[config.mk]
export PLATFORM = sky130hd
export DESIGN_NAME = r2g_sqrt_cell
export DESIGN_NICKNAME = d
export VERILOG_FILES = /design/src/hdl/r2g_pkg.sv /design/src/hdl/r2g_sqrt_cell.sv
export SDC_FILE = /design/constraint.sdc
export NUM_CORES = 1
export LEC_CHECK = 0
export BUFFER_PORTS_ARGS = -buffer_cell sky130_fd_sc_hd__buf_4
export CORE_AREA = 3 3 463 465
export DETAILED_ROUTE_END_ITERATION = 12
export DIE_AREA = 0 0 466 468
export GPL_TIMING_DRIVEN = 0
export PLACE_DENSITY = 0.3
export REMOVE_ABC_BUFFERS = 1
export SYNTH_ARGS = -nofsm -noshare
export SYNTH_HDL_FRONTEND = slang
export SYNTH_SLANG_ARGS = --single-unit
[constraint.sdc]
create_clock -name clk -period 6.3 [get_ports clk]
set_clock_uncertainty 0.2 [all_clocks]
set_input_delay 0.63 -clock clk [delete_from_list [all_inputs] [get_ports clk]]
set_output_delay 0.63 -clock clk [all_outputs]
set_load 0.01 [all_outputs]
[src/hdl/r2g_pkg.sv]
// ----------------------------------------------------------------------------
// r2g_pkg: shared types and constants of the 2D ray geometry unit
// Widths, operation and status codes, pipeline payload structs and the
// saturation and magnitude helpers used by the top module.
// ----------------------------------------------------------------------------
package r2g_pkg;

  // Coordinate format and derived widths.
  localparam int FRAC_BITS  = 16;
  localparam int CW         = 32;                   // coordinate width
  localparam int OW         = CW + 1;               // operand width after subtract or negate
  localparam int PW         = 2 * OW;               // product width
  localparam int RAD_W      = 2 * CW;               // square-root radicand width
  localparam int ROOT_W     = CW;                   // length width
  localparam int SQ_REM_W   = ROOT_W + 2;           // square-root remainder width
  localparam int TOL_W      = CW + 1;               // tolerance register width
  localparam int DIV_NW     = RAD_W + 2 + FRAC_BITS; // divider dividend and quotient width
  localparam int DIV_DW     = RAD_W + 1;            // divider divisor width
  localparam int LANES      = 4;                    // parallel divisions per item
  localparam int TERM_W     = DIV_NW + 1;           // signed quotient width
  localparam int SUM_W      = TERM_W + 2;           // width of a three-term sum

  // Port widths.
  localparam int IN_DATA_W  = 10 * CW;
  localparam int IN_USER_W  = 3;
  localparam int OUT_DATA_W = 3 * CW;
  localparam int OUT_USER_W = 2;

  typedef enum logic [1:0] {
    FN_AT_PARAM  = 2'd0,
    FN_AT_DIST   = 2'd1,
    FN_INTERSECT = 2'd2,
    FN_NEAREST   = 2'd3
  } func_t;

  typedef enum logic [1:0] {
    ST_OK       = 2'd0,
    ST_PARALLEL = 2'd1,
    ST_ZERO_DIR = 2'd2
  } status_t;

  // Geometry terms produced by the front end.
  typedef struct packed {
    func_t                 func;
    logic                  exist_only;
    logic                  zero_dir;
    logic signed [CW-1:0]  ox;
    logic signed [CW-1:0]  oy;
    logic signed [PW-1:0]  det;
    logic signed [PW-1:0]  num;
    logic signed [PW-1:0]  n0;
    logic signed [PW-1:0]  n1;
    logic signed [PW-1:0]  n2;
    logic signed [PW-1:0]  n3;
  } r2g_geo_t;

  // Payload of one square-root cell.
  typedef struct packed {
    logic [RAD_W-1:0]    rad;
    logic [ROOT_W-1:0]   root;
    logic [SQ_REM_W-1:0] rem;
    r2g_geo_t            geo;
  } r2g_sq_t;

  // Side information that rides along the divider row.
  typedef struct packed {
    func_t                 func;
    status_t               status;
    logic                  zero_res;
    logic                  zero_dir;
    logic signed [CW-1:0]  ox;
    logic signed [CW-1:0]  oy;
    logic [LANES-1:0]      neg;
  } r2g_tag_t;

  // Payload of one divider cell: lanes 0 and 1 use d0, lanes 2 and 3 use d1.
  typedef struct packed {
    logic [DIV_DW-1:0]                  d0;
    logic [DIV_DW-1:0]                  d1;
    logic [LANES-1:0][DIV_DW-1:0]       rem;
    logic [LANES-1:0][DIV_NW-1:0]       num;
    r2g_tag_t                           tag;
  } r2g_div_t;

  // Magnitude of a signed product-width value.
  function automatic logic [PW-1:0] mag_p(input logic signed [PW-1:0] v);
    logic [PW-1:0] r;
    r = v[PW-1] ? PW'(-v) : PW'(v);
    return r;
  endfunction

  // Clamp a wide signed sum to the coordinate range.
  function automatic logic signed [CW-1:0] sat_coord(input logic signed [SUM_W-1:0] v);
    logic [SUM_W-CW:0]    top;
    logic signed [CW-1:0] r;
    top = v[SUM_W-1:CW-1];
    if (top == '0 || top == '1) begin
      r = v[CW-1:0];
    end else if (v[SUM_W-1]) begin
      r = {1'b1, {(CW-1){1'b0}}};
    end else begin
      r = {1'b0, {(CW-1){1'b1}}};
    end
    return r;
  endfunction

endpackage

[src/hdl/r2g_sqrt_cell.sv]
// ----------------------------------------------------------------------------
// r2g_sqrt_cell: one step of the integer square-root row
// Takes two radicand bits, settles one root bit and passes the result on.
// ----------------------------------------------------------------------------
module r2g_sqrt_cell (
  input  logic              clk,
  input  logic              rst_n,
  input  logic              en,
  input  logic              in_valid,
  input  r2g_pkg::r2g_sq_t  in_data,
  output logic              out_valid,
  output r2g_pkg::r2g_sq_t  out_data
);
  import r2g_pkg::*;

  logic                  valid_r;
  r2g_sq_t               data_r, data_nxt;
  logic [SQ_REM_W+1:0]   rem_s, trial;

  // Restoring step: try root*4+1 against the shifted remainder.
  always_comb begin
    data_nxt     = in_data;
    rem_s        = {in_data.rem, in_data.rad[RAD_W-1 -: 2]};
    trial        = (SQ_REM_W+2)'({in_data.root, 2'b01});
    data_nxt.rad = in_data.rad << 2;
    if (rem_s >= trial) begin
      data_nxt.rem  = SQ_REM_W'(rem_s - trial);
      data_nxt.root = {in_data.root[ROOT_W-2:0], 1'b1};
    end else begin
      data_nxt.rem  = SQ_REM_W'(rem_s);
      data_nxt.root = {in_data.root[ROOT_W-2:0], 1'b0};
    end
  end

  always_ff @(posedge clk) begin
    if (!rst_n) begin
      valid_r <= 1'b0;
    end else if (en) begin
      valid_r <= in_valid;
    end
  end

  always_ff @(posedge clk) begin
    if (en) begin
      data_r <= data_nxt;
    end
  end

  assign out_valid = valid_r;
  assign out_data  = data_r;

endmodule

# == Word-level counts from Yosys, hierarchy flattened ==
# Index checks and enable logic that the tools add are counted.
# totals
reg_bits,593
input_bits,598
# classes
n_addsub,1
order_cmp,1
n_mux,1
# op_table
op,count
>= comparator 36 x 34 -> 1 bit,1
2-to-1 mux 35 bit,1
subtractor 34 bit,1

# == Depth between registers and ports, before layout ==
# logic_depth
depth_word,2
mapped_depth,14
depth_no_buf,11

# == Least setup slack after synthesis ==
# Ideal clock, no wire load.
# synth_path
path_kind,in2reg
from,in in_data[517] in the netlist's numbering
to,"reg data_r (netlist bit out_data[467]), data pin"
setup_ns,0.260
arrival_ns,3.101
required_ns,5.840
slack_ns,2.739
stages,14
cell_sequence,inv_1 ha_1 buf_6 o21a_1 o21a_1 o22a_1 a311o_1 nor2b_4 o311ai_4 and2_1 buf_4 inv_2 buf_6 mux2_4
# synth_rtl
item,line_no,rtl
start: declaration,r2g_sqrt_cell.sv:10,"input r2g_pkg::r2g_sq_t in_data,"
end signal: assignment,r2g_sqrt_cell.sv:45,data_r <= data_nxt;
end: declaration,r2g_sqrt_cell.sv:17,"r2g_sq_t data_r, data_nxt;"

==> run summary <==
outcome: finished, final reports clean
Hold Crit Depth: 2
#FFs+latches synth: 593
Detailed Route Iter0 Violations: 694
worst slack, placed: 1.677 ns
Hold Startpoint: in_data[478]
Worst EP arrival: 4.78 ns
number of global-route vias before repair: 17900
pin count of the biggest net entering global routing: 89
Reg-to-Reg Start: out_valid
Max Cap Viol: 0
Fin. Hold Viols: 0
Design Area, Final: 0.04190 mm²
Distinct cells, synth: 60
register area share after synthesis: 87.50%
drt drc: 0
Post-synth EDFFs: 592
Worst Hold End: out_data[480]
post-synthesis average cell area: 21.71 µm²
Clock H-tree levels: 3
power density cells: 289.3 mW/mm²
crit path buf inv count: 4
Peak supply drop: 0.1988 mV
clk buf depth: 3
CP most frequent cell: and2_1
worst hold slack: 0.1149 ns
Initial Util: 9.686%
total CTS buffers: 86
synth top area cells: edfxtp_1 87%, ha_1 2.1%, mux2_4 1.9%, inv_1 0.78%, a21oi_1 0.76%
post-synthesis instance area: 0.02034 mm²
first-pass detailed-route iteration total: 4
Worst Reg-to-Reg Cells: 3
Root Driver: clkbuf_16
Crit Path Class: in -> reg
met3 Track Usage GR: 7.232%
crit end category: register
Finished Layout Cells: 5705
ANT nets after route: 0
Setup crit start kind: input port
Post-synth top cells: 592 x edfxtp_1, 42 x inv_1, 34 x ha_1, 31 x a21oi_1, 26 x mux2_4
drt wl/cell: 24.77 µm
HPWL Detailed: 117.4 mm
Die ar.: 0.2181 mm²
Area Growth Syn to Fin: 106.0%
max-slew violations: 0
cts hold-fix bufs: 589
final wirelength: 141.3 mm
Worst R2R End: out_valid
clk slew on worst S/H paths: 0.06 ns
ys async rst share: 0%
Synth area leader: edfxtp_1
Buffers on Ports: 1190
final setup vio count: 0
Vias/cell: 2.903
Least-Margin Pin Slew: 1.162 ns
Remaining Overflow, GRT: 0
Min-Delay Path Class: in -> reg
WP data required: 6.52 ns
fin crit share: 72.25%
Sink Count: 593
worst skew pair latency: 0.70 ns
Die Ht: 468 µm
GR Util met1: 13.64%
Mapped Cells: 937
most numerous cell in the Yosys netlist: edfxtp_1
TNS Setup: 0 ns
Die Wd: 466 µm
Core Footprint: 0.2100 mm²
Fillers: 22730
met2 global-route usage: 20.03%
Largest stage delay, worst path: 0.82 ns
io pins: 1193
most used routing layer: met2
CP max-delay cell: inv_2
Setup Buffers After CTS: 0
cell leakage power: 16.82 nW
worst setup margin: 1.748 ns
top cell type's share of synthesized area: 87.40%
Core Rows: 168
flop-to-flop setup slack: 4.94 ns
layout cells sized above 1: 47.45%
Placed Instances: 4929
Peak Freq: 0.2197 GHz
RSZ-0062 raised after global routing: false
Final GP Congestion: 0.8431
TritonCTS clock tree: built
Primary FF master, synth: edfxtp_1
initial antenna violation count: 93
worst-path maximum fanout: 31
CP delay by family, top: buffers and inverters
Total GRT Usage: 12.44%
global-route wire length before repair: 177.4 mm
crit-path cells: dlygate4sd3_1 -> buf_4 -> inv_1 -> ha_1 -> and4_1 -> and2_1 -> nand3_1 -> or3_1 -> a21oi_1 -> o311ai_4 -> and2_1 -> inv_2 -> mux2_1
CTS resizes: 0
post-layout min period: 4.552 ns
relative slew slack: 20.53%
YS warnings: 0
nets@finish: 3433
Area after DPL: 0.03290 mm²
Via Count: 16560
placed cells by master (no fill, tap or decap), types with 4 or more instances in the layout:
master | Yosys | layout
buf_4 | 3 | 1189
edfxtp_1 | 592 | 592
dlygate4sd3_1 | 0 | 589
clkbuf_16 | 0 | 88
inv_1 | 42 | 42
ha_1 | 34 | 34
diode_2 | 0 | 32
a21oi_1 | 31 | 31
mux2_4 | 26 | 26
nand2_1 | 24 | 24
nor2_1 | 18 | 18
xnor2_1 | 17 | 17
bufinv_16 | 0 | 17
clkinv_1 | 0 | 13
clkbuf_1 | 3 | 12
clkinv_2 | 0 | 12
nand3_1 | 11 | 11
a21o_1 | 11 | 11
xor2_1 | 11 | 11
o21ai_0 | 10 | 10
o21a_1 | 9 | 9
o21bai_1 | 7 | 7
buf_16 | 0 | 7
nor2b_1 | 6 | 6
nand4_1 | 5 | 5
and2_1 | 5 | 5
o21ai_1 | 5 | 5
o31ai_1 | 5 | 5
clkinvlp_4 | 0 | 5
or3_1 | 4 | 4
nor3_1 | 4 | 4
mux2i_1 | 4 | 4
flip-flops by register name (all words and copies together) (netlist names):
register   flops
out_data     592
out_valid      1
metal layers:
metal,vias to the layer above,share of wire (%)
li1,7486,-
met1,7889,37
met2,918,46
met3,247,13
met4,20,3.4
met5,-,0.083
cell families after synthesis:
kind of cell               count (synthesis)  share of synthesized area (%)
buffers and inverters                     54                          1.206
and+or+nand+nor                           94                          2.387
adders and majority gates                 34                          2.092
other                                      1                        0.01844
xor gates and xnor gates                  28                          1.206
AOI/OAI and AO/OA                        101                          3.365
DFF                                      593                          87.50
muxes                                     32                          2.227
per-stage QoR:
step                power [mW]  util [%]
floorplan                5.310         -
global placement         6.613     15.57
detailed placement       6.564     15.67
CTS                      12.51     19.92
global route             12.72     19.95
finish                   12.12     19.95
power breakdown:
group	switching, mW	total (mW)	internal [mW]
combinational	0.948	1.95	1.01
sequential	0.112	4.84	4.73
clock	2.07	5.33	3.25
how the worst max path moves through the flow:
stage	start	endpoint	slack [ns]	cells past startpoint
2_1_floorplan	in_data[518]	out_data[466]	2.52	11
3_3_place_gp	en	out_valid	-1.86	3
3_5_place_dp	in_data[507]	out_data[466]	1.68	12
4_1_cts	in_data[518]	out_data[466]	1.70	13
5_1_grt	in_data[518]	out_data[466]	1.50	13
6_report	in_data[518]	out_data[466]	1.75	13
layout make-up:
class | count | area, µm² | share of cell area (%)
flip-flops and latches | 593 | 17800 | 42.47
diodes | 32 | 80.08 | 0.1911
well taps | 2805 | 3510 | 8.376
multi-input cells | 291 | 2301 | 5.492
repair buffers | 1786 | 15030 | 35.87
inverters | 43 | 161.4 | 0.3852
clock buffers | 100 | 2247 | 5.363
clock inverters | 55 | 774.5 | 1.848
(Power assumes the default switching activity.)
