File: config.mk
export PLATFORM = sky130hd
export DESIGN_NAME = r2g_div_cell
export DESIGN_NICKNAME = d
export VERILOG_FILES = /design/src/hdl/r2g_pkg.sv /design/src/hdl/r2g_div_cell.sv
export SDC_FILE = /design/constraint.sdc
export NUM_CORES = 1
export LEC_CHECK = 0
export BUFFER_PORTS_ARGS = -buffer_cell sky130_fd_sc_hd__buf_2
export CAP_MARGIN = 5
export CORE_AREA = 2 2 615 617
export CTS_CLUSTER_DIAMETER = 150
export DETAILED_ROUTE_END_ITERATION = 6
export DIE_AREA = 0 0 617 619
export PLACE_DENSITY_LB_ADDON = 0.3
export SYNTH_ARGS = -nofsm -noshare
export SYNTH_HDL_FRONTEND = slang
export SYNTH_SLANG_ARGS = --single-unit
File: constraint.sdc
create_clock -name clk -period 6.05 [get_ports clk]
set_input_delay 1.21 -clock clk [delete_from_list [all_inputs] [get_ports clk]]
set_output_delay 1.21 -clock clk [all_outputs]
set_load 0.01 [all_outputs]
File: src/hdl/r2g_pkg.sv
// ----------------------------------------------------------------------------
// r2g_pkg: shared types and constants of the 2D ray geometry unit
// Widths, operation and status codes, pipeline payload structs and the
// saturation and magnitude helpers used by the top module.
// ----------------------------------------------------------------------------
package r2g_pkg;

  // Coordinate format and derived widths.
  localparam int FRAC_BITS  = 16;
  localparam int CW         = 32;                   // coordinate width
  localparam int OW         = CW + 1;               // operand width after subtract or negate
  localparam int PW         = 2 * OW;               // product width
  localparam int RAD_W      = 2 * CW;               // square-root radicand width
  localparam int ROOT_W     = CW;                   // length width
  localparam int SQ_REM_W   = ROOT_W + 2;           // square-root remainder width
  localparam int TOL_W      = CW + 1;               // tolerance register width
  localparam int DIV_NW     = RAD_W + 2 + FRAC_BITS; // divider dividend and quotient width
  localparam int DIV_DW     = RAD_W + 1;            // divider divisor width
  localparam int LANES      = 4;                    // parallel divisions per item
  localparam int TERM_W     = DIV_NW + 1;           // signed quotient width
  localparam int SUM_W      = TERM_W + 2;           // width of a three-term sum

  // Port widths.
  localparam int IN_DATA_W  = 10 * CW;
  localparam int IN_USER_W  = 3;
  localparam int OUT_DATA_W = 3 * CW;
  localparam int OUT_USER_W = 2;

  typedef enum logic [1:0] {
    FN_AT_PARAM  = 2'd0,
    FN_AT_DIST   = 2'd1,
    FN_INTERSECT = 2'd2,
    FN_NEAREST   = 2'd3
  } func_t;

  typedef enum logic [1:0] {
    ST_OK       = 2'd0,
    ST_PARALLEL = 2'd1,
    ST_ZERO_DIR = 2'd2
  } status_t;

  // Geometry terms produced by the front end.
  typedef struct packed {
    func_t                 func;
    logic                  exist_only;
    logic                  zero_dir;
    logic signed [CW-1:0]  ox;
    logic signed [CW-1:0]  oy;
    logic signed [PW-1:0]  det;
    logic signed [PW-1:0]  num;
    logic signed [PW-1:0]  n0;
    logic signed [PW-1:0]  n1;
    logic signed [PW-1:0]  n2;
    logic signed [PW-1:0]  n3;
  } r2g_geo_t;

  // Payload of one square-root cell.
  typedef struct packed {
    logic [RAD_W-1:0]    rad;
    logic [ROOT_W-1:0]   root;
    logic [SQ_REM_W-1:0] rem;
    r2g_geo_t            geo;
  } r2g_sq_t;

  // Side information that rides along the divider row.
  typedef struct packed {
    func_t                 func;
    status_t               status;
    logic                  zero_res;
    logic                  zero_dir;
    logic signed [CW-1:0]  ox;
    logic signed [CW-1:0]  oy;
    logic [LANES-1:0]      neg;
  } r2g_tag_t;

  // Payload of one divider cell: lanes 0 and 1 use d0, lanes 2 and 3 use d1.
  typedef struct packed {
    logic [DIV_DW-1:0]                  d0;
    logic [DIV_DW-1:0]                  d1;
    logic [LANES-1:0][DIV_DW-1:0]       rem;
    logic [LANES-1:0][DIV_NW-1:0]       num;
    r2g_tag_t                           tag;
  } r2g_div_t;

  // Magnitude of a signed product-width value.
  function automatic logic [PW-1:0] mag_p(input logic signed [PW-1:0] v);
    logic [PW-1:0] r;
    r = v[PW-1] ? PW'(-v) : PW'(v);
    return r;
  endfunction

  // Clamp a wide signed sum to the coordinate range.
  function automatic logic signed [CW-1:0] sat_coord(input logic signed [SUM_W-1:0] v);
    logic [SUM_W-CW:0]    top;
    logic signed [CW-1:0] r;
    top = v[SUM_W-1:CW-1];
    if (top == '0 || top == '1) begin
      r = v[CW-1:0];
    end else if (v[SUM_W-1]) begin
      r = {1'b1, {(CW-1){1'b0}}};
    end else begin
      r = {1'b0, {(CW-1){1'b1}}};
    end
    return r;
  endfunction

endpackage

File: src/hdl/r2g_div_cell.sv
// ----------------------------------------------------------------------------
// r2g_div_cell: one step of the four-lane divider row
// Each lane shifts in one dividend bit, subtracts the divisor when it fits
// and shifts the quotient bit into the vacated dividend position.
// ----------------------------------------------------------------------------
module r2g_div_cell (
  input  logic               clk,
  input  logic               rst_n,
  input  logic               en,
  input  logic               in_valid,
  input  r2g_pkg::r2g_div_t  in_data,
  output logic               out_valid,
  output r2g_pkg::r2g_div_t  out_data
);
  import r2g_pkg::*;

  logic                valid_r;
  r2g_div_t            data_r, data_nxt;
  logic [DIV_DW:0]     rem_s [LANES];
  logic [DIV_DW:0]     dsr   [LANES];
  logic [LANES-1:0]    fits;

  // Lanes are independent; lanes 0 and 1 share d0, lanes 2 and 3 share d1.
  always_comb begin
    data_nxt = in_data;
    for (int i = 0; i < LANES; i++) begin
      dsr[i]   = (i < 2) ? {1'b0, in_data.d0} : {1'b0, in_data.d1};
      rem_s[i] = {in_data.rem[i], in_data.num[i][DIV_NW-1]};
      fits[i]  = rem_s[i] >= dsr[i];
      data_nxt.rem[i] = fits[i] ? DIV_DW'(rem_s[i] - dsr[i]) : DIV_DW'(rem_s[i]);
      data_nxt.num[i] = {in_data.num[i][DIV_NW-2:0], fits[i]};
    end
  end

  always_ff @(posedge clk) begin
    if (!rst_n) begin
      valid_r <= 1'b0;
    end else if (en) begin
      valid_r <= in_valid;
    end
  end

  always_ff @(posedge clk) begin
    if (en) begin
      data_r <= data_nxt;
    end
  end

  assign out_valid = valid_r;
  assign out_data  = data_r;

endmodule

Word-level counts from Yosys, hierarchy flattened:

Index checks and enable logic that the tools add are counted.
W data, S select, Z words.

* logic and storage cells: 30
* bits in registers: 793
* output and inout port bits: 793
* input bits: 796

* add/subtract/negate cells: 4
* order comparisons: 4
* muxes and demuxes: 4

Operators by type and width (number)
* $ge A66 B65 Y1: 4
* $mux W65: 4
* $sub A65 B65 Y65: 4

Logic depth before layout (Yosys ltp):

Gate-level depths: netlist of run 1.

* depth after elaboration: 2
* gate-level depth with buffers: 18

Least setup slack after synthesis of run 1:

No wires, ideal clock.

* path type: input -> register
* start: in in_data[319] (netlist name)
* end: reg data_r (netlist bit out_data[533]), data pin
* arrival time: 4340 ps
* path buffers: 2
* cell stages on the path: 15
* setup slack: 1450 ps
* setup time: 260 ps
* path through: inv_1 ha_1 inv_1 fa_1 a21oi_1 o22ai_1 o41ai_1 o32a_1 a21oi_2 a311oi_2 o41ai_4 a31oi_2 buf_6 buf_6 mux2_4

RTL lines
* from (decl): RTL line r2g_div_cell.sv:11 `input r2g_pkg::r2g_div_t in_data,`
* to (signal assigned): RTL line r2g_div_cell.sv:45 `data_r <= data_nxt;`
* to (decl): RTL line r2g_div_cell.sv:18 `r2g_div_t data_r, data_nxt;`

==> impl_metrics.toml, run 1 <==
[worst_setup_path]
worst_setup_ep_type = "register"
crit_required_ns = 6.55
cpLargestDelayFamily = "compound AO/OA/AOI/OAI gates"
path_buf_inv = 4
worstSetupPathType = "in2reg"
setup.worst_path.start_class = "primary input"
arrival_ns = 5.36
crit_slowest_cell = "a221oi_1"
worstPathMaxFanout = 45
worst_path_largest_cell_delay_ns = 0.80
cp_cell_sequence = "buf_2 -> ha_1 -> a21oi_1 -> o21ai_0 -> buf_4 -> a221oi_1 -> a21oi_1 -> o211ai_1 -> o211ai_1 -> a211oi_4 -> buf_12 -> buf_4 -> o21ai_0"

[layout]
syn_to_final_growth_pct = 43.45
most-common-layout-cells = "buf_2 (1,587), edfxtp_1 (792), nand2_1 (396), a21oi_1 (367), o21ai_0 (294)"
num-fill-cells = 42120
drive_gt1_share_pct = 35.01
nets = 6583
final_common_cell = "buf_2"

[die]
design.portCount = 1589
horizontal_extent_of_the_die_um = 617
fp.dieH_um = 619
rows = 225
floorplan.initialDensity_pct = 11.38
die-area_um2 = 381900
placeableCoreArea_um2 = 374700

[status]
outcome = "completed"

[sta]
post_route_worst_setup_slack_ns = 1.195
grt_setup_unrepaired = "false"
fmaxAchievable_mhz = 206.0
relSlewSlack_pct = 30.50
worst_hold_margin_ns = 0.5117
timing_hold_violations_final = 0
slew_viol_final = 0
clock_skew_ns = 0
transition_time_of_the_tightest_slew_check_pin_ns = 1.033
layout_min_cycle_time_ns = 4.855
layout_worst_path_cycle_share_pct = 80.24
finalSetupViolations = 0

[yosys]
yosys_warnings = 0
dominantRegCellSynth = "edfxtp_1"
sequential_fraction_of_the_synthesis_area_pct = 55.84
synth.top_cell.area_share_pct = 55.79
syn-instance-count = 3838
synth_top_area_cell = "edfxtp_1"
top_cells_by_area_synth = "edfxtp_1 (56%), ha_1 (7.6%), a21oi_1 (4.3%), nand2_1 (3.5%), o21ai_0 (3.5%)"
syn-cell-area_um2 = 42630
post_synth_num_cell_types = 81
ys_ff_latch = 793
async_flop_share_pct = 0
synth_edf_count = 792
syn-mean-instance-area_um2 = 11.11
synth_nets = 4898

[clocking]
cts.path.max_buffers = 4
postCtsSetupRepairBufs = 0
post_cts.resized_instances = 0
clk_pin_slew_ns = 0.07
cts_max_level = 3
insertion_delay_ns = 0.78
cts_buffers = 111
root_buffer = "clkbuf_16"
cts_hold_repair.buffers = 0
clkSinkCount = 793
cts_tree = "done"

[placed_design]
gp_routability_congestion = 0.9207
dp.final_hpwl_mm = 263.9
dp_slack_ns = 0.1563
portBuffers = 1588

[detailed_routing]
drt_wl_total_mm = 305.2
first_pass_iters = 6
post_drt_via_cell_ratio = 3.748
dr_total_vias = 39890
wire_per_inst_um = 28.68
drtAntennaViolNets = 0
drtIter0Drc = 2879
remaining_drc_errors = 0

[pwr]
switching_share_pct = 33.75
power.share.clock_pct = 36.5
power.share.combinational_pct = 24.8
worst_ir_drop_vdd_v = 0.0002004
internal_power_mw = 12.08
pwr-share-seq_pct = 38.7
pwr_density_cell_nw_per_um2 = 298.2
p_switching_mw = 6.155
p_total_mw = 18.23
static-leakage-power_nw = 24.91

[min_path]
worstHoldPathType = "in2reg"

[global_route]
grt_start_max_net_pins = 129
antenna_found_initial = 159
globalRouteTotalUtil_pct = 15.23
grt_first_pass_wirelength_mm = 389.3
grt_overflow_total = 0
first_global_vias = 40410

[run]
max-cap-violations = 0
[area by class of cell]
class / count / area (µm²) / area share [%]
tap: 4994 / 6248 / 10.22
clock inverter: 78 / 713.2 / 1.166
timing repair buffer: 1728 / 9166 / 14.99
inverter: 217 / 817.0 / 1.336
clock buffer: 124 / 2848 / 4.657
multi-input combinational: 2672 / 17460 / 28.56
antenna: 36 / 90.09 / 0.1473
sequential: 793 / 23800 / 38.93
[state kept, by name, summed over array words and instances (netlist names)]
signal     count
out_data     792
out_valid      1
[power by group through the flow]
stage	sequential, mW	clock [mW]	combinational, mW
2_1_floorplan	7.35	0	1.72
3_3_place_gp	7.18	0	4.60
3_5_place_dp	7.17	0	4.59
4_1_cts	7.08	6.94	4.62
5_1_grt	7.10	7.12	4.84
6_report	7.05	6.66	4.53
[routing by layer]
| metal | GRT usage, % | share of wire, % | vias up | wire, µm |
|---|---|---|---|---|
| met5 | 0 | 0.23 | - | 714 |
| met4 | 6.827 | 5.4 | 108 | 16450 |
| met3 | 3.844 | 6.4 | 559 | 19680 |
| met2 | 31.20 | 56 | 1806 | 172400 |
| met1 | 13.74 | 31 | 19630 | 96020 |
| li1 | - | - | 17780 | - |
[through the flow]
step                      TNS [ns]  cells  util, %  area [µm²]
after floorplan                  0   3838        -       42630
after global placement      -23.99  10400    15.34       57470
after detailed placement         0  10400    15.35       57500
after CTS                        0  10610    16.30       61060
after global routing             0  10630    16.31       61110
final                            0  10640    16.32       61150
[synth_stat cells (all sizes together) (53+ instances only)]
master and instances:
ha 260, nand3 65, nand4 81, nor2 234, o21ai 315, a21o 147, clkbuf 133, inv 217
xnor2 140, xor2 95, o21bai 63, edfxtp 792, a21oi 368, nor3 53, nand2 396
[worst paths after layout]
kind	depth (start not counted)	from	end	slack (ns)
setup / recovery	13	in_data[426]	out_data[433]	1.20
hold / removal	1	in_data[117]	out_data[118]	0.51
setup reg to reg	2	out_valid	out_valid	5.42
hold reg to reg	2	out_valid	out_valid	0.57
[worst register-to-register path: stages (launching register included)]
cell and delay [ns]:
dfxtp_1 0.32, mux2i_1 0.13, nor2b_1 0.06
[kinds of logic (layout without fill, tap and decap cells)]
kind of cell,Yosys count,after routing,synth area share [%]
DFF,793,793,55.84
buffers and inverters,373,2147,3.387
adders and majority gates,264,264,7.819
xor gates and xnor gates,235,235,4.828
other,0,36,0
muxes,20,20,0.5430
AOI/OAI and AO/OA,1170,1170,17.04
and+or+nand+nor,983,983,10.55
No activity file was read; power rests on OpenSTA's default activity.
==> run 2: changes to the inputs <==
CORE_AREA = 2 2 611 613   (was 2 2 615 617)
DIE_AREA = 0 0 613 615   (was 0 0 617 619)
clock period = 3.9 ns   (was 6.05 ns; I/O delays follow)
==> run 2 against run 1 <==
Net effect:
- core utilization up 2.7 points
- via count up 8.4%
- design area up 15%
- worst hold slack worse by 0.41 ns
- register-to-register slack worse by 2.1 ns
- non-clock buffer count up 1087
- setup slack worse by 1.2 ns
- wire length up 3.6%
==> impl_metrics.toml, run 2 (synthesis gave the netlist of run 1 again) <==
[clocking]
cts_tree = "done"
clk_pin_slew_ns = 0.06
cts_buffers = 113
insertion_delay_ns = 0.80
cts.path.max_buffers = 4
cts_max_level = 3
root_buffer = "clkbuf_16"
clkSinkCount = 793

[sta]
grt_setup_unrepaired = "false"
transition_time_of_the_tightest_slew_check_pin_ns = 1.037
relSlewSlack_pct = 30.26
clock_skew_ns = 0
finalSetupViolations = 0
setup-tns-final_ns = 0
layout_min_cycle_time_ns = 3.856
slew_viol_final = 0
fmaxAchievable_mhz = 259.4
timing_hold_violations_final = 0
layout_worst_path_cycle_share_pct = 98.86

[placed_design]
dp.final_hpwl_mm = 272.4
portBuffers = 1588
gp_routability_congestion = 0.9220

[run]
max-cap-violations = 0

[pwr]
switching_share_pct = 33.04
internal_power_mw = 20.23
pwr_density_cell_nw_per_um2 = 429.0
pwr-share-seq_pct = 36.3
p_switching_mw = 9.983
power.share.clock_pct = 35.9
worst_ir_drop_vdd_v = 0.0002751
power.share.combinational_pct = 27.8
static-leakage-power_nw = 30.33

[die]
fp.dieH_um = 615
design.portCount = 1589
horizontal_extent_of_the_die_um = 613
floorplan.initialDensity_pct = 11.50
placeableCoreArea_um2 = 370800
die-area_um2 = 377000
rows = 224

[worst_setup_path]
arrival_ns = 4.42
worstSetupPathType = "in2reg"
timing.reg2reg.setup_slack_ns = 3.28
crit_required_ns = 4.46
worst_setup_ep_type = "register"
worst_path_largest_cell_delay_ns = 0.39
cp_cell_sequence = "buf_2 -> buf_12 -> ha_1 -> inv_1 -> fa_1 -> a211o_1 -> o211ai_1 -> a211o_1 -> a22oi_1 -> a32oi_1 -> buf_12 -> o211ai_1 -> a211oi_4 -> buf_4 -> clkbuf_16 -> mux2_2"
crit_slowest_cell = "fa_1"
cpLargestDelayFamily = "compound AO/OA/AOI/OAI gates"
path_buf_inv = 6
setup.worst_path.start_class = "primary input"
worstPathMaxFanout = 21

[layout]
drive_gt1_share_pct = 43.79
finalCoreUtilization_pct = 18.99
most-common-layout-cells = "buf_2 (1,586), buf_4 (1,033), edfxtp_1 (792), nand2_1 (395), a21oi_1 (364)"
syn_to_final_growth_pct = 65.20
final_common_cell = "buf_2"
largest_register_ff_count = 792
nets = 7672

[min_path]
worstHoldPathType = "in2reg"

[detailed_routing]
drtIter0Drc = 2289
dr_total_vias = 43260
first_pass_iters = 7
remaining_drc_errors = 0
post_drt_via_cell_ratio = 3.689
wire_per_inst_um = 26.98
drt_wl_total_mm = 316.3
drtAntennaViolNets = 0

[global_route]
grt_start_max_net_pins = 97
grt_overflow_total = 0
grt_first_pass_wirelength_mm = 406.7
first_global_vias = 45360
globalRouteTotalUtil_pct = 15.94
antenna_found_initial = 164

[status]
outcome = "completed"
==> run 2: cell count changes in the layout (fill, tap and decap cells not counted), moves of 7 or more <==
| cell | delta |
|---|---|
| diode_2 | +16 |
| clkinv_1 | -11 |
| buf_12 | +24 |
| buf_4 | +907 |
| dlygate4sd3_1 | +151 |
| clkbuf_16 | +7 |
==> run 2: what timing repair did <==
action / CTS / global route
setup buffers: 1 / 7
gates resized for setup: 5 / 29
pin swaps: 3 / 5
endpoints found under the hold margin: 151 / 0
hold buffers: 151 / 0
gates cloned: 0 / 4
setup endpoints to repair: 22 / 90
==> run 2: metrics by stage <==
step	hold slack [ns]	cells	power (mW)	instance area, µm²	setup WS [ns]
2_1_floorplan	0.5383	3838	14.07	42650	0.01461
3_3_place_gp	0.5432	11310	19.49	64700	-1.057
3_5_place_dp	0.5382	11310	19.44	64700	-1.061
4_1_cts	0.0003640	11660	30.78	70020	0.02477
5_1_grt	0.03705	11710	31.56	70370	0.001547
6_report	0.09896	11730	30.21	70420	0.04441
==> run 2: layout make-up <==
type                       instances  area, µm²
fill                           41230     300400
antenna                           52      130.1
tap                             4972       6221
multi-input combinational       2672      17560
clock inverter                    75      804.5
sequential                       793      23800
clock buffer                     131       2978
timing repair buffer            2815      18100
inverter                         217      823.3
==> run 2: final timing paths <==
path,startpoint,to,cells past startpoint
setup / recovery,in_data[727],out_data[403],16
hold / removal,in_data[103],out_data[104],1
setup reg to reg,out_valid,out_valid,2
hold reg to reg,out_valid,out_valid,2
==> run 2: power by group through the flow <==
stage	Combinational, mW	Sequential (mW)	Clock [mW]
2_1_floorplan	2.67	11.4	0
3_3_place_gp	8.30	11.2	0
3_5_place_dp	8.28	11.2	0
4_1_cts	8.48	11.0	11.3
5_1_grt	9.01	11.1	11.5
6_report	8.39	11.0	10.9
==> run 2: metal layers <==
layer | vias up | share of wire [%] | GRT usage [%] | wire [µm]
met2 | 1606 | 56 | 32.31 | 176500
met1 | 21100 | 32 | 14.80 | 102700
met3 | 513 | 5.9 | 3.491 | 18690
met4 | 74 | 5.7 | 7.276 | 18000
li1 | 19970 | - | - | -
met5 | - | 0.15 | 0 | 474
==> run 2: worst register-to-register path: stages, from the launching register on <==
cell	delay, ns
dfxtp_1	0.33
mux2i_1	0.13
nor2b_1	0.06
